--- config.mk ---
export PLATFORM = sky130hd
export DESIGN_NAME = qrba_gain_mul
export DESIGN_NICKNAME = d
export VERILOG_FILES = /design/src/hdl/qrba_pkg.sv /design/src/hdl/qrba_gain_mul.sv
export SDC_FILE = /design/constraint.sdc
export NUM_CORES = 2
export LEC_CHECK = 0
export ABC_AREA = 1
export BUFFER_PORTS_ARGS = -buffer_cell sky130_fd_sc_hd__clkbuf_2
export CORE_MARGIN = 5
export CORE_UTILIZATION = 50
export DETAILED_ROUTE_END_ITERATION = 8
export PLACE_DENSITY_LB_ADDON = 0.1
export SYNTH_ARGS = -nofsm -noshare
export SYNTH_HDL_FRONTEND = slang
export SYNTH_SLANG_ARGS = --single-unit
--- constraint.sdc ---
create_clock -name clk -period 16.6 [get_ports clk]
set_input_delay 1.66 -clock clk [delete_from_list [all_inputs] [get_ports clk]]
set_output_delay 1.66 -clock clk [all_outputs]
set_load 0.01 [all_outputs]
--- src/hdl/qrba_pkg.sv ---
// Shared types and constants for the quadrotor body acceleration pipeline.
`timescale 1ns / 1ps

package qrba_pkg;

  localparam int CFG_INDEX_W = 4;

  localparam logic [CFG_INDEX_W-1:0] REG_THRUST_ACCEL_GAIN = 4'd0;
  localparam logic [CFG_INDEX_W-1:0] REG_TILT_GAIN         = 4'd1;
  localparam logic [CFG_INDEX_W-1:0] REG_YAW_GAIN          = 4'd2;
  localparam logic [CFG_INDEX_W-1:0] REG_TILT_DAMPING      = 4'd3;
  localparam logic [CFG_INDEX_W-1:0] REG_YAW_DAMPING       = 4'd4;
  localparam logic [CFG_INDEX_W-1:0] REG_HORIZONTAL_DRAG   = 4'd5;
  localparam logic [CFG_INDEX_W-1:0] REG_VERTICAL_DRAG     = 4'd6;
  localparam logic [CFG_INDEX_W-1:0] REG_GRAVITY           = 4'd7;

  localparam logic [30:0] GRAVITY_RESET = 31'd642689;

  typedef struct packed {
    logic signed [31:0] speed_front;
    logic signed [31:0] speed_rear;
    logic signed [31:0] speed_left;
    logic signed [31:0] speed_right;
    logic signed [31:0] spin_x;
    logic signed [31:0] spin_y;
    logic signed [31:0] spin_z;
    logic signed [31:0] velocity_x;
    logic signed [31:0] velocity_y;
    logic signed [31:0] velocity_z;
    logic        [47:0] thrust_direction;
  } item_t;

  typedef struct packed {
    logic signed [31:0] accel_x;
    logic signed [31:0] accel_y;
    logic signed [31:0] accel_z;
    logic signed [31:0] yaw_accel;
    logic signed [31:0] pitch_accel;
    logic signed [31:0] roll_accel;
  } result_t;

  typedef struct packed {
    logic [30:0] thrust_accel_gain;
    logic [30:0] tilt_gain;
    logic [30:0] yaw_gain;
    logic [30:0] tilt_damping;
    logic [30:0] yaw_damping;
    logic [30:0] horizontal_drag;
    logic [30:0] vertical_drag;
    logic [30:0] gravity;
  } cfg_t;

  // Load enables of a two-stage multiplier: product stage, then sum stage.
  typedef struct packed {
    logic prod;
    logic sum;
  } mul_en_t;

endpackage

--- src/hdl/qrba_gain_mul.sv ---
// Two-stage sign-magnitude multiply of a Q33.16 magnitude by a Q15.16 gain.
`timescale 1ns / 1ps

module qrba_gain_mul (
  input  logic                clk,
  input  qrba_pkg::mul_en_t   en,
  input  logic [48:0]         mag,
  input  logic                neg,
  input  logic [30:0]         gain,
  output logic signed [63:0]  prod
);

  logic [62:0] hi_prod;
  logic [46:0] lo_prod;
  logic        neg_q;
  logic [62:0] sum;

  // split the magnitude at the binary point so each product stays narrow
  always_ff @(posedge clk) begin
    if (en.prod) begin
      hi_prod <= {30'd0, mag[48:16]} * {32'd0, gain};
      lo_prod <= {31'd0, mag[15:0]} * {16'd0, gain};
      neg_q   <= neg;
    end
  end

  assign sum = hi_prod + 63'(lo_prod[46:16]);

  always_ff @(posedge clk) begin
    if (en.sum) begin
      prod <= neg_q ? $signed(~{1'b0, sum} + 64'd1) : $signed({1'b0, sum});
    end
  end

endmodule

== After elaboration in Yosys (flattened, before gate mapping) ==
Cells that the tools add are included.

* Add/sub/neg operators: 2
* Multiply operators: 2
* Mux-type cells: 1
* Bitwise operators: 1

{| class="wikitable"
|+ Operator list
! cell !! number
|-
| $add A64 B1 Y64 const B || 1
|-
| $not A63 Y64 || 1
|-
| $add A63 B31 Y63 || 1
|-
| $mul A33 B31 Y63 || 1
|-
| $mux W63 || 1
|-
| $mul A16 B31 Y47 || 1
|}

* Flip-flop bits (word level): 175
* Input port bits: 84
* Output and inout port bits: 64
* Word-level logic and storage cells: 11

== Longest topological paths before layout ==
* Word-level depth: 4
* Depth in mapped cells: 32
* Mapped depth without buffers: 30

== Worst setup path after synthesis ==
OpenSTA, ideal clock, no wires.

* Path kind: in2reg
* From: in gain[4]
* To: reg hi_prod[56] (data pin)
* Setup time: 0.258 ns
* Data arrival time: 7.892 ns
* Data required time: 16.342 ns
* Setup slack: 8.450 ns
* Stages: 28
* Path buffers: 2
* Cells stage by stage: clkbuf_1 > buf_1 > nand2_1 > fa_1 > inv_1 > fa_1 > inv_1 > fa_1 > fa_1 > inv_1 > fa_1 > inv_1 > fa_1 > fa_1 > fa_1 > inv_1 > ha_1 > a21oi_1 > inv_1 > a21oi_1 > o21a_1 > nor3_1 > nor2_1 > nand3_1 > a21oi_1 > nor2_1 > nor2_1 > xnor2_1

* Word-level cells in the longest chain between the ends: 1

{| class="wikitable"
|+ RTL lines
! item !! RTL line !! RTL
|-
| start: declaration || qrba_gain_mul.sv:9 || <nowiki>input logic [30:0] gain,</nowiki>
|-
| $mul A33 B31 Y63 || qrba_gain_mul.sv:21 || <nowiki>hi_prod <= {30'd0, mag[48:16]} * {32'd0, gain};</nowiki>
|-
| end signal: assignment || qrba_gain_mul.sv:21 ||
|-
| end: declaration || qrba_gain_mul.sv:13 || <nowiki>logic [62:0] hi_prod;</nowiki>
|}

No other way between the ends.
A chain may end at the register's enable or synchronous reset.

== Worst setup path after layout ==
* From: in gain[18]
* To: reg hi_prod[57] (data pin)

Same word-level chain as after synthesis.

==> summary.md <==
| Metric | Value |
|---|---|
| Initial core utilization | 50.48% |
| Vias in the first global route | 52,166 |
| Largest net degree at the start of global routing | 65 |
| I/O Pins | 148 |
| CTS root buf | clkbuf_16 |
| Worst Hold Depth | 1 |
| Synth Area in XOR/XNOR | 2.034% |
| CP max-delay cell | fa_1 |
| Area contributors post-synth | fa_1, nand2_1, inv_1, ha_1, edfxtp_1 |
| Die Y | 358.5 um |
| Synth Area in Adders | 51.02% |
| Fillers | 11,947 |
| Iter 0 DRT Violations | 3,539 |
| CTS max path bufs | 2 |
| WL met2 | 88.08 mm |
| Main flop type after synthesis | edfxtp_1 |
| CTS resizes | 0 |
| Vias per inst | 5.224 |
| CTS tree | built |
| Syn Area/Cell | 7.627 um2 |
| DR top layer | met4 |
| Post-Syn Area | 60,720 um2 |
| Synthesized instance count | 7,961 |
| Skew-Pair Late Insertion Delay | 0.45 ns |
| Synth Area in Compound Gates | 3.322% |
| CP Launch Type | input pin |
| CP Class | input pin to flop |
| Max-slew violations | 0 |
| # setup viols final | 0 |
| CTS buffer count | 17 |
| Yosys reg bits | 159 |
| Slew HR | 16.35% |
| Worst EP arrival | 9.36 ns |
| CP Buf/Inv Count | 6 |
| Simple-Gate Fraction of Synth Area | 20.02% |
| Period utilization | 54.62% |
| Die area | 128,500 um2 |
| Worst slew pin tran | 1.255 ns |
| Commonest non-fill, non-tap cell in the layout | nand2_1 |
| Placed wire-length estimate | 147.8 mm |
| Max incr delay on CP | 0.61 ns |
| Commonest non-fill, non-tap cells in the layout | nand2_1, inv_1, fa_1, ha_1, nor2_1 |
| Syn-to-layout area delta | 4.379% |
| Final weighted congestion of routability-driven global placement | 0.9292 |
| WL met3 | 13.84 mm |
| FF-to-FF path depth | 18 |
| Std cell rows | 127 |
| Synth Warn # | 0 |
| First-pass GRT wire length | 302.2 mm |
| Via count | 49,673 |
| CP max FO | 34 |
| Crit path max-delay family | adder cells |
| Routed wire length | 190.6 mm |
| Cell Chain, Critical Path | clkbuf_2 -> buf_4 -> nand2_1 -> fa_1 -> fa_1 -> inv_1 -> fa_1 -> fa_1 -> fa_1 -> fa_1 -> fa_1 -> inv_1 -> fa_1 -> inv_1 -> ha_1 -> nand2_1 -> nor2_1 -> inv_1 -> nor4_1 -> nand4_1 -> nand3_1 -> nand3_1 -> nand2_1 -> xor2_1 |
| WL met1 | 83.17 mm |
| Critical Path End Type | flop |
| Layout cells sized above 1 | 3.991% |
| Unrepaired setup endpoints after global routing | false |
| Clock Pin Slew Worst Setup and Hold Paths | 0.07 ns |
| Async SR Flop Fraction | 0% |
| Combinational family with the most area after synthesis | adder cells |
| Mux contribution to synthesized area | 0% |
| H-Tree Level Count | 4 |
| Final Non-Filler Cells | 9,509 |
| Port Buffers | 147 |
| Leading area contributor after synthesis | fa_1 |
| Clock skew | 0.01144 ns |
| Register area share after synthesis | 7.863% |
| Top-area cell type share of the netlist area | 42.79% |
| Nets | 9,661 |
| Max-cap viol count | 0 |
| # clock sinks | 159 |
| Setup TNS | 0 ns |
| Hold buffers post-CTS | 0 |
| Routed Antenna Nets | 0 |
| Global route overflow | 0 |
| Min Tclk post-route | 9.067 ns |
| Post-synth cell types | 48 |
| CORE AREA | 120,300 um2 |
| Count of final hold-check violations | 0 |
| Status | complete, no violations |
| Setup Buffers After CTS | 0 |
| Post-Place Cells | 9,473 |
| Initial antenna violation count | 4 |
| Syn_nets | 9,742 |
| DRT Pass-1 Iters | 5 |
| Number of synthesized flops with an enable pin | 159 |
| GRT Util Overall | 30.65% |
| Detailed-route DRC error count | 0 |
| WP data required | 16.90 ns |
| Levels on crit path | 24 |
| Fmax | 110.3 MHz |
| Most used cell, CP | fa_1 |
| Hold/Removal Path Class | flop to flop |
| Die W | 358.5 um |
| WL/cell | 20.04 um |
## logic make-up after synthesis
kind of cell,count (synthesis)
AO/OA/AOI/OAI,355
adder cells (fa/ha/maj),1697
buffers and inverters,2546
XOR/XNOR,141
AND/OR/NAND/NOR,3063
flip-flops,159
## final timing paths
check | start | endpoint | slack (ns)
worst max register to register | hi_prod[0] | prod[60] | 12.74
worst max-delay path | gain[18] | hi_prod[57] | 7.53
worst min-delay path | lo_prod[16] | prod[0] | 0.57
worst min register to register | lo_prod[16] | prod[0] | 0.57
## stage by stage
step                cell area, um2  util, %  hold WS, ns  setup WS (ns)
global route                 63380    52.69       0.5986          7.190
floorplan                    60720        -       0.5350          8.450
finish                       63380    52.69       0.5729          7.533
detailed placement           62780    52.19       0.5604          7.065
CTS                          63370    52.68       0.5738          7.517
global placement             62780    52.19       0.5559          7.007
## state kept, by name, summed over array words and instances, names as in the netlist
name     flops
hi_prod     63
prod        64
neg_q        1
lo_prod     31
## layer usage
metal | GRT usage (%) | up-vias
met5 | 0 | -
met2 | 50.00 | 1819
li1 | - | 22609
met3 | 4.566 | 259
met4 | 8.149 | 0
met1 | 43.17 | 24986
## cell usage after synthesis (9+ instances only)
cell type	number
ha_1	399
xnor2_1	43
a21o_1	10
o21a_1	12
clkbuf_1	273
inv_1	2218
xor2_1	98
buf_1	36
a21oi_1	167
inv_2	17
nand3b_1	14
nand4_1	42
edfxtp_1	159
fa_1	1298
o21ai_0	83
nand3_1	165
nor2_2	16
a31oi_1	34
nor2_1	324
o211ai_1	9
nor3_1	32
nand2_2	18
nand2_1	2418
## layout make-up
class	count	area [um2]	area share (%)
multi-input cells	5256	46390	73.19
inverters	2236	8393	13.24
flip-flops and latches	159	4775	7.533
well taps	1612	2017	3.182
repair buffers	210	1211	1.911
clock buffers	18	429.2	0.6771
clock inverters	14	156.4	0.2468
diodes	4	10.01	0.01579
Power is left out: the tool's default activity adds up to more than one toggle a clock period on the data nets, which glitch-free logic cannot reach.
