**src/hdl/qrba_pkg.sv**
```systemverilog
// Shared types and constants for the quadrotor body acceleration pipeline.
`timescale 1ns / 1ps

package qrba_pkg;

  localparam int CFG_INDEX_W = 4;

  localparam logic [CFG_INDEX_W-1:0] REG_THRUST_ACCEL_GAIN = 4'd0;
  localparam logic [CFG_INDEX_W-1:0] REG_TILT_GAIN         = 4'd1;
  localparam logic [CFG_INDEX_W-1:0] REG_YAW_GAIN          = 4'd2;
  localparam logic [CFG_INDEX_W-1:0] REG_TILT_DAMPING      = 4'd3;
  localparam logic [CFG_INDEX_W-1:0] REG_YAW_DAMPING       = 4'd4;
  localparam logic [CFG_INDEX_W-1:0] REG_HORIZONTAL_DRAG   = 4'd5;
  localparam logic [CFG_INDEX_W-1:0] REG_VERTICAL_DRAG     = 4'd6;
  localparam logic [CFG_INDEX_W-1:0] REG_GRAVITY           = 4'd7;

  localparam logic [30:0] GRAVITY_RESET = 31'd642689;

  typedef struct packed {
    logic signed [31:0] speed_front;
    logic signed [31:0] speed_rear;
    logic signed [31:0] speed_left;
    logic signed [31:0] speed_right;
    logic signed [31:0] spin_x;
    logic signed [31:0] spin_y;
    logic signed [31:0] spin_z;
    logic signed [31:0] velocity_x;
    logic signed [31:0] velocity_y;
    logic signed [31:0] velocity_z;
    logic        [47:0] thrust_direction;
  } item_t;

  typedef struct packed {
    logic signed [31:0] accel_x;
    logic signed [31:0] accel_y;
    logic signed [31:0] accel_z;
    logic signed [31:0] yaw_accel;
    logic signed [31:0] pitch_accel;
    logic signed [31:0] roll_accel;
  } result_t;

  typedef struct packed {
    logic [30:0] thrust_accel_gain;
    logic [30:0] tilt_gain;
    logic [30:0] yaw_gain;
    logic [30:0] tilt_damping;
    logic [30:0] yaw_damping;
    logic [30:0] horizontal_drag;
    logic [30:0] vertical_drag;
    logic [30:0] gravity;
  } cfg_t;

  // Load enables of a two-stage multiplier: product stage, then sum stage.
  typedef struct packed {
    logic prod;
    logic sum;
  } mul_en_t;

endpackage

```
**src/hdl/qrba_dir_mul.sv**
```systemverilog
// Two-stage product of total thrust with one signed Q2.14 direction component.
`timescale 1ns / 1ps

module qrba_dir_mul (
  input  logic                clk,
  input  qrba_pkg::mul_en_t   en,
  input  logic [46:0]         thrust,
  input  logic signed [15:0]  comp,
  output logic signed [49:0]  prod
);

  logic [15:0] comp_mag;
  logic [38:0] p_hi;
  logic [39:0] p_lo;
  logic        neg_q;
  logic [62:0] full;
  logic [48:0] mag;

  assign comp_mag = comp[15] ? (~comp + 16'd1) : comp;

  always_ff @(posedge clk) begin
    if (en.prod) begin
      p_hi  <= {16'd0, thrust[46:24]} * {23'd0, comp_mag};
      p_lo  <= {16'd0, thrust[23:0]} * {24'd0, comp_mag};
      neg_q <= comp[15];
    end
  end

  assign full = {p_hi, 24'd0} + 63'(p_lo);
  assign mag  = full[62:14];

  always_ff @(posedge clk) begin
    if (en.sum) begin
      prod <= neg_q ? $signed(~{1'b0, mag} + 50'd1) : $signed({1'b0, mag});
    end
  end

endmodule

```
**config.mk**
```make
export PLATFORM = sky130hd
export DESIGN_NAME = qrba_dir_mul
export DESIGN_NICKNAME = d
export VERILOG_FILES = /design/src/hdl/qrba_pkg.sv /design/src/hdl/qrba_dir_mul.sv
export SDC_FILE = /design/constraint.sdc
export NUM_CORES = 2
export LEC_CHECK = 0
export CAP_MARGIN = 30
export CORE_UTILIZATION = 30
export CTS_CLUSTER_DIAMETER = 150
export DETAILED_ROUTE_END_ITERATION = 8
export DONT_BUFFER_PORTS = 1
export GPL_TIMING_DRIVEN = 0
export PLACE_DENSITY = 0.43
export RECOVER_POWER = 50
export SETUP_SLACK_MARGIN = 0.2
export SLEW_MARGIN = 20
export SYNTH_ARGS = -nofsm -noshare
export SYNTH_HDL_FRONTEND = slang
export SYNTH_SLANG_ARGS = --single-unit
```
**constraint.sdc**
```tcl
create_clock -name clk -period 18.11 [get_ports clk]
set_input_delay 3.622 -clock clk [delete_from_list [all_inputs] [get_ports clk]]
set_output_delay 3.622 -clock clk [all_outputs]
set_load 0.01 [all_outputs]
```
; ---- Word level (Yosys, flattened, before mapping)
; Index checks and enable logic that the tools add are counted.
[classes]
add_sub_neg = 3
mul = 2
n_bitwise = 2
muxes = 2
[ops]
columns = cell, n
row1 = $add 63x40->63, 1
row2 = $add 50x1->50 const B, 1
row3 = $not 49->50, 1
row4 = $mux 49, 1
row5 = $mul 24x16->40, 1
row6 = $mul 23x16->39, 1
row7 = $add 16x1->16 const B, 1
row8 = $mux 16, 1
row9 = $not 16->16, 1
[word_totals]
word_cells = 14
ff_bits = 130
input_bits = 66
out_inout_bits = 50

; ---- Depth between registers and ports, before layout
[depth]
word_depth = 4
ltp_mapped = 35
ltp_nobuf = 31

; ---- Least setup slack after synthesis
; Ideal clock, no wire load.
[synth_path]
kind = in2reg
from = input port comp[0]
to = register p_lo[39] (data pin)
arrival_ns = 10.830
setup_time_ns = 0.266
path_slack_ns = 7.015
cell_stages = 27
cell_sequence = nor3_1 -> nand2_1 -> or3_1 -> or3_1 -> o31ai_1 -> xnor2_1 -> clkbuf_1 -> clkbuf_1 -> nand2_1 -> fa_1 -> fa_1 -> inv_1 -> fa_1 -> fa_1 -> fa_1 -> fa_1 -> ha_1 -> a21o_1 -> a21o_1 -> a211o_1 -> o22a_1 -> o2bb2ai_1 -> a21oi_1 -> o21ai_0 -> o41a_1 -> nor4_1 -> nor3_1
[synth_between]
elab_chain_cells = 4
[synth_rtl]
columns = element, line
row1 = "start, declared", qrba_dir_mul.sv:8  ; input logic signed [15:0] comp,
row2 = $not 16->16, qrba_dir_mul.sv:19  ; assign comp_mag = comp[15] ? (~comp + 16'd1) : comp;
row3 = $add 16x1->16, qrba_dir_mul.sv:19
row4 = $mux 16 *, qrba_dir_mul.sv:19
row5 = $mul 24x16->40 *, qrba_dir_mul.sv:24  ; p_lo <= {16'd0, thrust[23:0]} * {24'd0, comp_mag};
row6 = "end signal, assigned", qrba_dir_mul.sv:24
row7 = "end, declared", qrba_dir_mul.sv:14  ; logic [39:0] p_lo;
; Mark *: on every way between the ends. The rest lies on a longest branch, timed or not.
; A chain may end at the register's enable or synchronous reset.

; ---- Worst setup path in the final report
; Same ends and word-level chain as after synthesis.

==> impl_metrics.json <==
{
  "numPortBuffers": 0,
  "fp.dieW_um": 318.1,
  "critPathMaxStageDelay_ns": 0.81,
  "core_um2": 98710,
  "dr.pass1.iters": 7,
  "path_max_fanout": 10,
  "setup_viol": 0,
  "crit_type": "input port to flop",
  "avgSynthCellArea_um2": 9.053,
  "hpwl_um": 82470,
  "hp-class": "flop to flop",
  "dieArea_um2": 101200,
  "grt_max_degree": 67,
  "routed-wl-met3_um": 6066,
  "grt_pass1_vias": 22780,
  "synth_common_cells": "inv_1, fa_1, nand2_1",
  "gp_congestion": 0.8677,
  "worst_path_max_delay_cell": "nor3_1",
  "netlist_area_um2": 29970,
  "status": "complete, no violations",
  "grt_pass1_wl_um": 148200,
  "cts_buffers": 17,
  "start_util_pct": 30.36,
  "n_fill_cell": 10390,
  "slew_violations": 0,
  "drc": 0,
  "yosys.cell_count.top_type": "inv_1",
  "fin_crit_sh_pct": 78.07,
  "hold_viol_final": 0,
  "clockRootBuffer": "clkbuf_16",
  "rsz0062_at_grt": "no",
  "clock_latency_ns": 0.43,
  "worstPathRequired_ns": 18.19,
  "holdBufCountCts": 0,
  "worstSetupEndpointType": "flop",
  "synthFlopType": "edfxtp_1",
  "synth-seq-cells": 116,
  "crit_buf_inv": 9,
  "yosysWarningCount": 0,
  "drive_gt1_share_pct": 1.912,
  "async_flop_share_pct": 0,
  "cap_violations": 0,
  "wl_met2_um": 44450,
  "wl_per_cell_um": 21.15,
  "grt.overflow.total": 0,
  "post-cts-setup-buffers": 0,
  "antenna_found_initial": 6,
  "die_h_um": 318.1,
  "finalClockSkew_ns": 0.01497,
  "synth.area.top_cells": "fa_1, edfxtp_1, ha_1, inv_1, nand2_1",
  "clock_path_buffers": 2,
  "max_freq_mhz": 70.73,
  "cp_top_family": "compound AO/OA/AOI/OAI gates",
  "ant_nets": 0,
  "drt-met1-wl_um": 45390,
  "area_delta_synth_final_pct": 7.875,
  "path_common_cell": "fa_1",
  "via_count": 21690,
  "htree_levels": 4,
  "maxSlewHeadroom_pct": 31.67,
  "ys_types": 81,
  "drt_iter0_markers": 1417,
  "cts_sinks": 116,
  "io_pins": 116,
  "syn_nets": 4212,
  "drt_wl_total_um": 98070,
  "via_per_inst": 4.678,
  "grt_use_total_pct": 19.74,
  "nets": 4238,
  "tightest_slew_ns": 1.025,
  "cts_resized": 0,
  "maxUsedRoutingLayer": "met4",
  "path_clk_slew_ns": 0.06,
  "synth_cells": 3310,
  "yosys.area.top_type": "fa_1",
  "rows": 115,
  "synth_top_area_share_pct": 39.95,
  "yosysSeqAreaShare_pct": 11.62,
  "critPathArrivalTime_ns": 14.22,
  "synth_enable_flop_cells": 116,
  "cts_tree": "yes",
  "crit_path_start_kind": "input port",
  "tns_ns": 0,
  "fin_crit_ns": 14.14
}
final timing paths:
kind	startpoint	end	slack, ns	cells after the start
hold reg to reg	p_lo[14]$_DFFE_PP_	prod[0]$_DFFE_PP_	0.55	0
setup reg to reg	p_hi[0]$_DFFE_PP_	prod[42]$_DFFE_PP_	13.42	12
hold / removal	p_lo[14]$_DFFE_PP_	prod[0]$_DFFE_PP_	0.55	0
setup / recovery	comp[0]	p_lo[39]$_DFFE_PP_	3.97	32
through the flow:
| step | hold WS, ns | cells | instance area, µm² | worst slack [ns] | utilization, % |
|---|---|---|---|---|---|
| detailed placement | 0.5361 | 4604 | 31690 | 3.565 | 32.10 |
| floorplan | 0.4772 | 3310 | 29970 | 7.015 | - |
| global route | 0.5612 | 4634 | 32320 | 3.546 | 32.74 |
| global placement | 0.5310 | 4597 | 31580 | 2.732 | 31.99 |
| finish | 0.5503 | 4636 | 32330 | 3.972 | 32.75 |
| CTS | 0.5461 | 4634 | 32330 | 3.997 | 32.75 |
state kept, by name, summed over array words and instances, names as in the netlist:
| signal | flops |
|---|---|
| prod | 50 |
| p_hi | 39 |
| neg_q | 1 |
| p_lo | 26 |
metal layers:
layer	vias to the layer above	track usage, %
met1	10980	27.84
met2	538	31.47
met3	76	3.332
met4	0	4.605
met5	-	0
li1	10090	-
cells in the final DEF (no fill, tap or decap), types with 6 or more instances in the layout:
cell type  Yosys  final
a31oi_1        6      6
o21bai_1      10     10
and4_1         6      6
nor2b_1        9      9
a211oi_1      17     17
nand2b_1      17     17
clkbuf_1     134    130
nand2_1      571    571
nand3_1       23     23
inv_1        741    741
xor2_1        39     39
bufinv_16      0      6
and2_1       261    261
nand4_1       19     19
xnor2_1      104    104
and3_1        16     16
a21o_1        34     34
clkbuf_16      0     17
buf_2          7      7
edfxtp_1     116    116
or3_1          9      9
o21a_1        18     18
nor2_1        56     56
fa_1         598    598
clkbuf_2       0      6
o211ai_1       7      7
nor4_1         6      7
o21ai_0       56     56
nor3_1        25     25
ha_1         238    238
a21oi_1       55     55
o31ai_1       20     19
kinds of logic after synthesis:
group / Yosys count / synth area share (%)
AO/OA/AOI/OAI: 281 / 6.418
XOR/XNOR: 143 / 4.180
adder cells (fa/ha/maj): 836 / 49.89
buffers and inverters: 886 / 11.15
flip-flops: 116 / 11.62
multiplexers: 4 / 0.1378
AND/OR/NAND/NOR: 1044 / 16.60
area by class of cell:
class	count	area, µm²	share of cell area [%]
antenna	2	5.005	0.01548
buffer	145	568.0	1.757
clock buffer	18	429.2	1.328
clock inverter	12	211.5	0.6541
inverter	741	2781	8.604
multi-input combinational	2308	23140	71.58
sequential	116	3483	10.78
tap	1287	1610	4.981
timing repair buffer	7	97.59	0.3019
Power is left out: the tool's default activity adds up to more than one toggle a clock period on the data nets, which glitch-free logic cannot reach.
