## src/hdl/qrba_pkg.sv

```systemverilog
// Shared types and constants for the quadrotor body acceleration pipeline.
`timescale 1ns / 1ps

package qrba_pkg;

  localparam int CFG_INDEX_W = 4;

  localparam logic [CFG_INDEX_W-1:0] REG_THRUST_ACCEL_GAIN = 4'd0;
  localparam logic [CFG_INDEX_W-1:0] REG_TILT_GAIN         = 4'd1;
  localparam logic [CFG_INDEX_W-1:0] REG_YAW_GAIN          = 4'd2;
  localparam logic [CFG_INDEX_W-1:0] REG_TILT_DAMPING      = 4'd3;
  localparam logic [CFG_INDEX_W-1:0] REG_YAW_DAMPING       = 4'd4;
  localparam logic [CFG_INDEX_W-1:0] REG_HORIZONTAL_DRAG   = 4'd5;
  localparam logic [CFG_INDEX_W-1:0] REG_VERTICAL_DRAG     = 4'd6;
  localparam logic [CFG_INDEX_W-1:0] REG_GRAVITY           = 4'd7;

  localparam logic [30:0] GRAVITY_RESET = 31'd642689;

  typedef struct packed {
    logic signed [31:0] speed_front;
    logic signed [31:0] speed_rear;
    logic signed [31:0] speed_left;
    logic signed [31:0] speed_right;
    logic signed [31:0] spin_x;
    logic signed [31:0] spin_y;
    logic signed [31:0] spin_z;
    logic signed [31:0] velocity_x;
    logic signed [31:0] velocity_y;
    logic signed [31:0] velocity_z;
    logic        [47:0] thrust_direction;
  } item_t;

  typedef struct packed {
    logic signed [31:0] accel_x;
    logic signed [31:0] accel_y;
    logic signed [31:0] accel_z;
    logic signed [31:0] yaw_accel;
    logic signed [31:0] pitch_accel;
    logic signed [31:0] roll_accel;
  } result_t;

  typedef struct packed {
    logic [30:0] thrust_accel_gain;
    logic [30:0] tilt_gain;
    logic [30:0] yaw_gain;
    logic [30:0] tilt_damping;
    logic [30:0] yaw_damping;
    logic [30:0] horizontal_drag;
    logic [30:0] vertical_drag;
    logic [30:0] gravity;
  } cfg_t;

  // Load enables of a two-stage multiplier: product stage, then sum stage.
  typedef struct packed {
    logic prod;
    logic sum;
  } mul_en_t;

endpackage

```

## src/hdl/qrba_cfg_regs.sv

```systemverilog
// Gain, damping, drag and gravity registers with their write decoder.
`timescale 1ns / 1ps

module qrba_cfg_regs (
  input  logic                              clk,
  input  logic                              rst,
  input  logic                              cfg_valid,
  input  logic [qrba_pkg::CFG_INDEX_W-1:0]  cfg_index,
  input  logic [31:0]                       cfg_value,
  output qrba_pkg::cfg_t                    cfg
);

  always_ff @(posedge clk) begin
    if (rst) begin
      // gravity is the last field, so it sits in the low bits
      cfg <= {217'd0, qrba_pkg::GRAVITY_RESET};
    end else if (cfg_valid) begin
      // keep the low 31 bits; drop writes past the register list
      unique case (cfg_index)
        qrba_pkg::REG_THRUST_ACCEL_GAIN: cfg.thrust_accel_gain <= cfg_value[30:0];
        qrba_pkg::REG_TILT_GAIN:         cfg.tilt_gain         <= cfg_value[30:0];
        qrba_pkg::REG_YAW_GAIN:          cfg.yaw_gain          <= cfg_value[30:0];
        qrba_pkg::REG_TILT_DAMPING:      cfg.tilt_damping      <= cfg_value[30:0];
        qrba_pkg::REG_YAW_DAMPING:       cfg.yaw_damping       <= cfg_value[30:0];
        qrba_pkg::REG_HORIZONTAL_DRAG:   cfg.horizontal_drag   <= cfg_value[30:0];
        qrba_pkg::REG_VERTICAL_DRAG:     cfg.vertical_drag     <= cfg_value[30:0];
        qrba_pkg::REG_GRAVITY:           cfg.gravity           <= cfg_value[30:0];
        default: ;
      endcase
    end
  end

  assert property (@(posedge clk) rst |=> (cfg.gravity == qrba_pkg::GRAVITY_RESET))
    else $error("gravity register not at its reset value after reset");

endmodule

```

## config.mk

```make
export PLATFORM = sky130hd
export DESIGN_NAME = qrba_cfg_regs
export DESIGN_NICKNAME = d
export VERILOG_FILES = /design/src/hdl/qrba_pkg.sv /design/src/hdl/qrba_cfg_regs.sv
export SDC_FILE = /design/constraint.sdc
export NUM_CORES = 1
export LEC_CHECK = 0
export ABC_CLOCK_PERIOD_IN_PS = 3100
export BUFFER_PORTS_ARGS = -buffer_cell sky130_fd_sc_hd__buf_2
export CAP_MARGIN = 20
export CORE_ASPECT_RATIO = 1.5
export CORE_MARGIN = 5
export CORE_UTILIZATION = 56
export CTS_CLUSTER_SIZE = 10
export DETAILED_ROUTE_END_ITERATION = 16
export PLACE_DENSITY = 0.85
export SLEW_MARGIN = 10
export SYNTH_ARGS = -nofsm -noshare
export SYNTH_HDL_FRONTEND = slang
export SYNTH_SLANG_ARGS = --single-unit
```

## constraint.sdc

```tcl
create_clock -name clk -period 3.1 [get_ports clk]
set_clock_uncertainty 0.05 [all_clocks]
set_input_delay 0.155 -clock clk [delete_from_list [all_inputs] [get_ports clk]]
set_output_delay 0.155 -clock clk [all_outputs]
set_load 0.03 [all_outputs]
```

# Word-level counts from Yosys, hierarchy flattened
# Cells that the tools add are included.
dict set report op_classes {
  shift 0
  n_reduce_logical 9
  magnitude_cmp 0
  n_div 0
  add_sub_neg 0
  n_eq_ne 7
  mux 0
  n_bitwise 0
  mul 0
}
# op count
set ops {}
lappend ops {{$eq 4x3->1 const B} 4}
lappend ops {{$reduce_and 2->1} 8}
lappend ops {{$eq 4x2->1 const B} 2}
lappend ops {{$eq 4x1->1 const B} 1}
lappend ops {{$logic_not 4->1} 1}
dict set report totals {
  elab_cells 24
  rom_bits 0
  memories 0
  in_bits 39
  reg_bits 248
  ram_bits 0
  latchBits 0
}

# Depth between registers and ports, before layout
# Gate-level depths: netlist of the first run.
dict set report depth {
  depth_word 2
  depth_mapped 6
  ltp_nobuf 3
}

# Worst setup path after synthesis of the first run
# No wires, ideal clock.
dict set report synth_timing {
  path_kind {input to register}
  start {in cfg_index[3] (netlist name)}
  end {reg cfg[224] (netlist name)}
  arrival_time_ns 1.050
  required_time_ns 2.978
  n_path_buf 2
  setup_time_ns 0.072
  setup_slack_ns 1.928
  cell_stages 5
  cell_sequence {nor3b_4 -> and2_1 -> buf_6 -> buf_8 -> mux2i_1}
}
dict set report synth_via {
  elab_chain_len 2
}
# element line
set synth_rtl {}
lappend synth_rtl {{from (decl)} qrba_cfg_regs.sv:8} ;# input logic [qrba_pkg::CFG_INDEX_W-1:0] cfg_index,
lappend synth_rtl {{$logic_not 4->1} qrba_cfg_regs.sv:19} ;# unique case (cfg_index)
lappend synth_rtl {{$reduce_and 2->1 (no line)} --}
lappend synth_rtl {{to (signal assigned)} qrba_cfg_regs.sv:16} ;# cfg <= {217'd0, qrba_pkg::GRAVITY_RESET};
lappend synth_rtl {{to (decl)} qrba_cfg_regs.sv:10} ;# output qrba_pkg::cfg_t cfg
# Every way passes these cells.
# A chain may end at the register's enable or synchronous reset.

# Final worst setup path of the first run
dict set report layout_timing {
  start {in cfg_index[3] (netlist name)}
  end {reg cfg[222] (netlist name)}
}
# The elaborated chain is that of the path after synthesis.

==> impl_results.md, run 1 <==
- Largest net degree at the start of global routing: 87
- Vias in the first global route: 7173
- Top flop regs: cfg x248
- Fillers: 1307
- Synth top area share: 0.508
- Sequential area share after synthesis: 0.508
- Htree depth: 1
- Die ar.: 20300 um^2
- CTS max path bufs: 3
- HP Start: cfg_value[3]
- Worst-path fanout max: 15
- Die height: 172 um
- Post-CTS Setup Inserts: 0
- Clk pwr share: 0.429
- Finish-stage setup viols: 0
- Final slew viol count: 0
- Reg-to-reg startpoint: cfg[192]$_SDFFE_PP0P_
- Largest register FFs: 248
- CP delay by family, top: simple AND/OR/NAND/NOR gates
- Non-Filler Instances: 1353
- Post-Syn Nets: 918
- Distinct cells, synth: 20
- Cts repair resizes: 0
- Max-capacitance violation count: 0
- Fin. Hold Viols: 0
- Die width: 118 um
- Startpoint Class: primary input
- Async set-reset flop share out of synthesis: 0
- Mapped Area: 9780 um^2
- Sequential share of power: 0.503
- Worst-skew pair later-pin latency: 0.51 ns
- Internal: 0.00500 W
- Hold buffers post-CTS: 9
- Hold endpoint: cfg[65]$_SDFFE_PP0P_
- Placer congestion estimate: 0.800
- Largest Register: cfg
- Antenna cells: 0
- Reg clk slew, reported paths: 0.06 ns
- Max Fclk: 0.694 GHz
- Std cell rows: 59
- Ys flop type: dfxtp_1
- Worst VDD drop: 0.477 mV
- Avg Vias per Cell: 5.19
- Gr ovfl total: 0
- Post-synthesis register bit count: 248
- Area grow syn2layout: 22.8%
- Tcrit/Tclk final: 0.465
- I/O pin cnt: 287
- Placed cells: 1313
- R2r setup slk: 2.37 ns
- Remaining DRCs: 0
- Slew @ Worst Pin: 1.04 ns
- Worst Path Arrival: 1.82 ns
- CTS tree: yes
- Total negative slack: 0 ns
- Pwr/cell area: 538 nW/um^2
- Leading post-synthesis cells by cell area: dfxtp_1, mux2i_1, nand2b_1
- Hpwl dp: 17500 um
- GRT Total Usage: 0.239
- Vias: 7022
- Routed wire length: 25600 um
- Min Tclk post-route: 1.44 ns
- PortBufs: 285
- Hold crit path type: primary input to register
- Clock sink total: 248
- Leak Pwr: 6.54 nW
- Slowest cell on crit path: and2_1
- WP depth: 4
- Part of the power in combinational logic: 0.067
- Avg Cell Area, Syn: 11.1 um^2
- Antenna violations before repair: 0
- Mapped Cells: 879
- Core Area: 17300 um^2
- Layout cell share with drive strength beyond 1: 0.299
- Detailed Routing Iterations Pass 1: 4
- Post-synth EDFFs: 0
- Worst endpoint required time: 3.48 ns
- Worst-case reg-to-reg path depth: 2
- CP max stage delay: 0.88 ns
- P_sw: 0.00146 W
- Starting Density: 0.566
- Ys Warns: 0
- Layout net count: 1179
- Slew HR: 0.308
- CP Class: primary input to register
- WP buf/inv: 1
- DRT iter0 DRCs: 330
- CTS Root Cell: clkbuf_16
- Outcome: completed
- First-pass GRT wire length: 39100 um
- RSZ-0062 raised after global routing: no
- Post-synth top area cell: dfxtp_1
- Sw Ratio: 0.226
- Post-route ant nets: 0
- Reg-to-reg endpoint: cfg[192]$_SDFFE_PP0P_
- WL per Instance: 18.9 um
- Hold path cells: 3
- Critical-path cell list: buf_2 -> nor3b_4 -> and2_1 -> mux2i_1
- CTS buffer count: 28
- Critical Path Sink Type: register
[placed cells by master, fill, tap and decap left out, drive strengths merged]
master / instances
and2: 2
and3: 1
and3b: 1
buf: 301
clkbuf: 29
clkinv: 1
dfxtp: 248
dlygate4sd3: 9
mux2i: 248
nand2: 6
nand2b: 270
nand3: 2
nor2: 19
nor2b: 2
nor3b: 1
[per-stage QoR]
stage | hold WS [ns] | util | area (um^2) | setup slack [ns] | total power [W]
6_report | 0.0502 | 0.695 | 12000 | 1.66 | 0.00646
5_1_grt | 0.0782 | 0.695 | 12000 | 1.61 | 0.00666
4_1_cts | 0.0396 | 0.694 | 12000 | 1.71 | 0.00651
3_5_place_dp | 0.395 | 0.646 | 11200 | 1.18 | 0.00374
3_3_place_gp | 0.376 | 0.644 | 11100 | 1.24 | 0.00374
2_1_floorplan | 0.272 | - | 9780 | 1.93 | 0.00362
[power groups by stage]
stage          sequential (W)  combinational, W  clock, W
6_report              0.00325          0.000436   0.00277
5_1_grt               0.00325          0.000463   0.00295
4_1_cts               0.00325          0.000436   0.00282
3_5_place_dp          0.00332          0.000425         0
3_3_place_gp          0.00332          0.000420         0
2_1_floorplan         0.00340          0.000218         0
[layout make-up]
class                   instances  area [um^2]  area share
clock buffers                  29          714      0.0595
clock inverters                 1         16.3     0.00136
multi-input cells             552         4360       0.363
flip-flops and latches        248         4960       0.414
well taps                     213          267      0.0222
repair buffers                310         1680       0.140
[cell families after synthesis]
family / share of synthesized area
mux: 0.254
simple gates: 0.191
flops: 0.508
buf+inv: 0.0471
[worst min-delay path, stage by stage]
cell,delay [ns]
buf_2,0.08
nand2b_1,0.19
mux2i_1,0.17
[how the worst max path moves through the flow]
stage,to,from,slack [ns]
after CTS,cfg[222]$_SDFFE_PP0P_,cfg_index[3],1.71
after global placement,cfg[35]$_SDFFE_PP0P_,cfg_index[3],1.24
after floorplan,cfg[224]$_SDFFE_PP0P_,cfg_index[3],1.93
after global routing,cfg[219]$_SDFFE_PP0P_,cfg_index[3],1.61
after detailed placement,cfg[222]$_SDFFE_PP0P_,cfg_index[3],1.18
final,cfg[222]$_SDFFE_PP0P_,cfg_index[3],1.66
[Yosys cell counts, types with 2 or more instances]
library cell	number
nand2b_1	270
dfxtp_1	248
mux2i_1	248
clkbuf_1	42
nor2_1	19
buf_6	13
buf_4	8
buf_1	7
buf_2	7
nand2_1	4
and2_1	2
nand2_2	2
nand3_2	2
[per-layer routing]
metal	part of all wire	global-route usage	vias to the layer above
li1	-	-	3375
met1	0.41	0.277	3327
met2	0.49	0.420	253
met3	0.056	0.0493	67
met4	0.044	0.117	0
met5	0	0	-
(Power assumes the default switching activity.)
==> run 2, diff against run 1 <==
Settings changed: ABC_CLOCK_PERIOD_IN_PS 3100 to 1200, CORE_UTILIZATION 56 to 47, PLACE_DENSITY 0.85 to 0.77.
Clock period 3.1 ns to 1.2 ns, I/O delays scaled along.
==> run 2 against run 1 <==
Combinational power increased to 3.2 times the previous value; the run now ends with negative setup slack left; non-clock buffer count increased by 63; largest cell class unchanged; critical path depth decreased by 3; hold slack got worse by 0.011 ns; power increased to 2.6 times the previous value.
==> impl_results.md, run 2 (synthesized netlist as in run 1, its figures left out) <==
- Gr ovfl total: 0
- Final Util: 0.659
- Tot Pwr: 0.0169 W
- Hpwl dp: 18900 um
- WP buf/inv: 1
- Max-capacitance violation count: 0
- Placement Cell Area: 11800 um^2
- CP delay by family, top: flip-flops
- Remaining DRCs: 0
- Worst-skew pair later-pin latency: 0.52 ns
- Fin. Hold Viols: 0
- Max Fclk: 0.829 GHz
- DRT iter0 DRCs: 255
- Layout cell share with drive strength beyond 1: 0.332
- Worst-case reg-to-reg path depth: 2
- Reg-to-reg startpoint: cfg[240]$_SDFFE_PP0P_
- Fin area: 13400 um^2
- Hold crit path type: primary input to register
- WL per Instance: 18.9 um
- Finish-stage setup viols: 1
- Worst-path fanout max: 2
- Slowest cell on crit path: dfxtp_1
- Htree depth: 1
- Starting Density: 0.479
- Total negative slack: -0.00614 ns
- Routed wire length: 27700 um
- Hold path cells: 4
- Commonest non-fill, non-tap cell in the layout: nand2b_1
- Post-route ant nets: 0
- Worst endpoint required time: 1.09 ns
- Largest Register: cfg
- Most frequent cells in the layout: nand2b_1, mux2i_1, dfxtp_1, buf_4, buf_2
- CP max stage delay: 0.36 ns
- Violated checks: negative setup slack
- Top flop regs: cfg x248
- CTS max path bufs: 3
- R2r setup slk: 0.45 ns
- Hold Slack: 0.0388 ns
- Detailed Routing Iterations Pass 1: 5
- I/O pin cnt: 287
- PortBufs: 285
- Std cell rows: 64
- Largest net degree at the start of global routing: 31
- Reg clk slew, reported paths: 0.05 ns
- Critical Path Sink Type: primary output
- GRT Total Usage: 0.220
- Die width: 128 um
- Clock sink total: 248
- Area grow syn2layout: 37.5%
- Placer congestion estimate: 0.827
- Tcrit/Tclk final: 1.01
- HP Start: cfg_index[0]
- First-pass GRT wire length: 42500 um
- Startpoint Class: register
- Leak Pwr: 6.91 nW
- Reg-to-reg endpoint: cfg[240]$_SDFFE_PP0P_
- Largest register FFs: 248
- Antenna violations before repair: 0
- CP Class: register to primary output
- Die ar.: 23800 um^2
- Core Area: 20400 um^2
- Outcome: finished with violations
- CTS Root Cell: clkbuf_16
- Pwr/cell area: 1260 nW/um^2
- Vias in the first global route: 7669
- CTS buffer count: 28
- Slew HR: 0.759
- Final WS setup: -0.00614 ns
- Worst Path Arrival: 1.10 ns
- Critical-path cell list: buf_2
- Layout net count: 1242
- Hold endpoint: cfg[18]$_SDFFE_PP0P_
- Worst VDD drop: 0.916 mV
- Slew @ Worst Pin: 0.361 ns
- Min Tclk post-route: 1.21 ns
- CTS tree: yes
- Vias: 7370
- Antenna cells: 0
- Die height: 187 um
- Avg Vias per Cell: 5.02
- Final slew viol count: 0
-- run 2: changes by cell type in the layout (fill, tap and decap cells not counted), moves of 20 or more --
cell and delta:
dlygate4sd3_1 +23, buf_12 +20, buf_6 +26, buf_4 +135, clkbuf_4 +47, buf_2 -188
-- run 2: worst max-delay path by stage --
stage | start | end | slack [ns] | cells after the start
2_1_floorplan | cfg_index[3] | cfg[224]$_SDFFE_PP0P_ | 0.12 | 5
3_3_place_gp | cfg_index[3] | cfg[130]$_SDFFE_PP0P_ | -0.04 | 5
3_5_place_dp | cfg_index[3] | cfg[228]$_SDFFE_PP0P_ | -0.09 | 5
4_1_cts | cfg[112]$_SDFFE_PP0P_ | cfg[112] | 0.0003 | 1
5_1_grt | cfg[59]$_SDFFE_PP0P_ | cfg[59] | -0.04 | 1
6_report | cfg[59]$_SDFFE_PP0P_ | cfg[59] | -0.006 | 1
-- run 2: repair_timing --
action / 4_1_cts / 5_1_grt
setup endpoints to repair: 62 / 188
gates resized for setup: 68 / 245
hold buffers: 28 / 4
setup buffers: 0 / 0
endpoints found under the hold margin: 194 / 32
-- run 2: tightest hold or removal path: stages --
cell,delay [ns]
buf_2,0.14
nand3_2,0.13
buf_12,0.15
mux2i_1,0.07
-- run 2: where the power goes --
| part | leakage (nW) | total [W] | switching (W) | internal (W) |
|---|---|---|---|---|
| clock network | 0.354 | 0.00711 | 0.00301 | 0.00411 |
| logic | 4.55 | 0.00139 | 0.000746 | 0.000644 |
| registers | 2.01 | 0.00841 | 0.0000652 | 0.00835 |
| total | 6.91 | 0.0169 | 0.00382 | 0.0131 |
-- run 2: cell type report --
class                           instances  area, um^2
Multi-Input combinational cell        552        4390
Fill cell                            1504        6970
Sequential cell                       248        4980
Timing Repair Buffer                  373        3030
Clock buffer                           30         708
Clock inverter                          1        16.3
Tap cell                              264         330
-- run 2: stage by stage --
stage               std cells  setup slack, ns
global route             1468          -0.0378
detailed placement       1405          -0.0933
global placement         1405          -0.0437
finish                   1468         -0.00614
floorplan                 879            0.123
CTS                      1464         0.000278
-- run 2: per-layer routing --
| layer | track usage | routed length, um | vias up |
|---|---|---|---|
| met1 | 0.253 | 10500 | 3526 |
| met4 | 0.0964 | 1310 | 0 |
| met5 | 0 | 0 | - |
| li1 | - | - | 3501 |
| met2 | 0.392 | 14200 | 263 |
| met3 | 0.0412 | 1720 | 80 |
==> run 3, diff against run 2 <==
Settings changed: ABC_CLOCK_PERIOD_IN_PS 1200 to 1050.
Clock period 1.2 ns to 1.05 ns, I/O delays scaled along.
==> run 3 against run 2 <==
The run still ends with negative setup slack left; routed wire length grew 36%; register-to-register slack worse by 0.36 ns; power grew 19%; utilization grew 14 points; global-route usage is 5.8 points higher; design area increased by 21%; sequential share of layout area decreased by 4.6 points; via count grew 17%; critical path type unchanged.
==> impl_results.md, run 3 (synthesized netlist as in run 1, its figures left out) <==
- Placement Cell Area: 12200 um^2
- Clk pwr share: 0.419
- WP depth: 1
- Die height: 187 um
- WL per Instance: 22.7 um
- Gr ovfl total: 0
- Sequential share of power: 0.480
- RSZ-0062 raised after global routing: yes
- Reg-to-reg startpoint: cfg[102]$_SDFFE_PP0P_
- Finish-stage setup viols: 248
- Met2 track demand over resource: 0.509
- Layout net count: 1431
- CP Class: register to primary output
- Std cell rows: 64
- Most frequent cells in the layout: nand2b_1, buf_6, mux2i_1, dfxtp_2, buf_4
- Tot Pwr: 0.0201 W
- Antenna violations before repair: 0
- Vias in the first global route: 9144
- Vias: 8623
- WP buf/inv: 1
- CP delay by family, top: flip-flops
- PortBufs: 285
- Pwr/cell area: 1230 nW/um^2
- Worst-case reg-to-reg path depth: 3
- Placed cells: 1434
- Non-Filler Instances: 1656
- Final slew viol count: 0
- DRT iter0 DRCs: 547
- FF/Latch Area: 5280 um^2
- Min Tclk post-route: 1.15 ns
- Startpoint Class: register
- I/O pin cnt: 287
- Worst-skew pair later-pin latency: 0.52 ns
- Core Area: 20400 um^2
- First-pass GRT wire length: 52100 um
- CTS max path bufs: 3
- Worst endpoint required time: 0.95 ns
- CTS tree: yes
- Largest register FFs: 248
- Fin. Hold Viols: 0
- Starting Density: 0.479
- CTS buffer count: 28
- Largest net degree at the start of global routing: 47
- R2r setup slk: 0.09 ns
- Multi-input logic area: 4360 um^2
- CP max stage delay: 0.36 ns
- GRT met1 Usage: 0.279
- Worst-path fanout max: 2
- P_sw: 0.00477 W
- Max Fclk: 0.871 GHz
- Hpwl dp: 19300 um
- Violated checks: negative setup slack
- Fin area: 16300 um^2
- Commonest non-fill, non-tap cell in the layout: nand2b_1
- Sw Ratio: 0.237
- GRT Total Usage: 0.278
- Internal: 0.0153 W
- Max-capacitance violation count: 0
- Hold crit path type: primary input to register
- Final WS setup: -0.0978 ns
- Antenna cells: 0
- Remaining DRCs: 0
- CTS Root Cell: clkbuf_16
- Layout cell share with drive strength beyond 1: 0.587
- Critical Path Sink Type: primary output
- Htree depth: 1
- Avg Vias per Cell: 5.21
- Reg-to-reg endpoint: cfg[102]$_SDFFE_PP0P_
- Most used routing layer: met2
- Hold path cells: 4
- Top flop regs: cfg x248
- Die ar.: 23800 um^2
- Clock sink total: 248
- Part of the power in combinational logic: 0.101
- Largest Register: cfg
- Post-route ant nets: 0
- Tcrit/Tclk final: 1.09
- Die width: 128 um
- Hold endpoint: cfg[185]$_SDFFE_PP0P_
- Outcome: finished with violations
- Area grow syn2layout: 66.9%
- Detailed Routing Iterations Pass 1: 5
- Fillers: 1038
- Slew HR: 0.728
- Met3 GRT Util: 0.0515
- Slew @ Worst Pin: 0.408 ns
- HP Start: rst
- Routed wire length: 37600 um
- Reg clk slew, reported paths: 0.06 ns
- Dpl ws: -0.195 ns
- Critical-path cell list: buf_6
- Worst VDD drop: 1.16 mV
- Worst Path Arrival: 1.05 ns
- Placer congestion estimate: 0.830
- Slowest cell on crit path: dfxtp_2
- Leak Pwr: 8.30 nW
## run 3: changes by cell type in the layout (fill, tap and decap cells not counted), moves of 2 or more
cell	delta
dfxtp_1	-238
dfxtp_2	+235
buf_6	+222
buf_2	-60
buf_4	+59
clkbuf_4	-47
buf_12	+14
nand2b_1	+10
nand2b_2	-10
dfxtp_4	+3
clkbuf_1	-2
## run 3: worst max path at each step
stage                       endpoint                  start  slack, ns
2_1_floorplan  cfg[210]$_SDFFE_PP0P_           cfg_index[2]      -0.02
3_3_place_gp    cfg[68]$_SDFFE_PP0P_           cfg_index[3]      -0.16
3_5_place_dp   cfg[109]$_SDFFE_PP0P_           cfg_index[3]      -0.19
4_1_cts                      cfg[87]   cfg[87]$_SDFFE_PP0P_      -0.11
5_1_grt                      cfg[23]   cfg[23]$_SDFFE_PP0P_      -0.12
6_report                    cfg[102]  cfg[102]$_SDFFE_PP0P_       -0.1
## run 3: power groups by stage
stage               Sequential [W]  Combinational [W]  Clock, W
finish                     0.00965            0.00203   0.00843
global route               0.00966            0.00212   0.00891
CTS                        0.00965            0.00188   0.00838
detailed placement         0.00981            0.00160         0
global placement           0.00980            0.00159         0
floorplan                   0.0100           0.000644         0
## run 3: what timing repair did
item | 4_1_cts | 5_1_grt
gates resized for setup | 745 | 2
hold buffers | 33 | 0
setup buffers | 57 | 102
endpoints found under the setup margin | 248 | 248
endpoints found under the hold margin | 247 | 0
## run 3: area by class of cell
type	count	area share
clock buffers	29	0.0438
clock inverters	1	0.000997
repair buffers	562	0.344
multi-input cells	552	0.267
flip-flops and latches	248	0.324
well taps	264	0.0202
## run 3: worst reg2reg max path: stages, from the launching register on
cell      delay (ns)
dfxtp_2         0.36
buf_4           0.11
nand2b_1        0.05
mux2i_1         0.27
## run 3: layer usage
layer  part of all wire  routed length, um
met1               0.34              12700
met2               0.53              19900
met3              0.053               2000
met4              0.081               3040
met5                  0                  0
## run 3: stage by stage
step,TNS [ns],util,hold WS [ns]
global route,-20.92,0.799,0.0529
finish,-14.02,0.799,0.0287
detailed placement,-35.31,0.597,0.288
global placement,-29.82,0.597,0.273
floorplan,-0.357,-,0.170
CTS,-15.36,0.761,0.0134
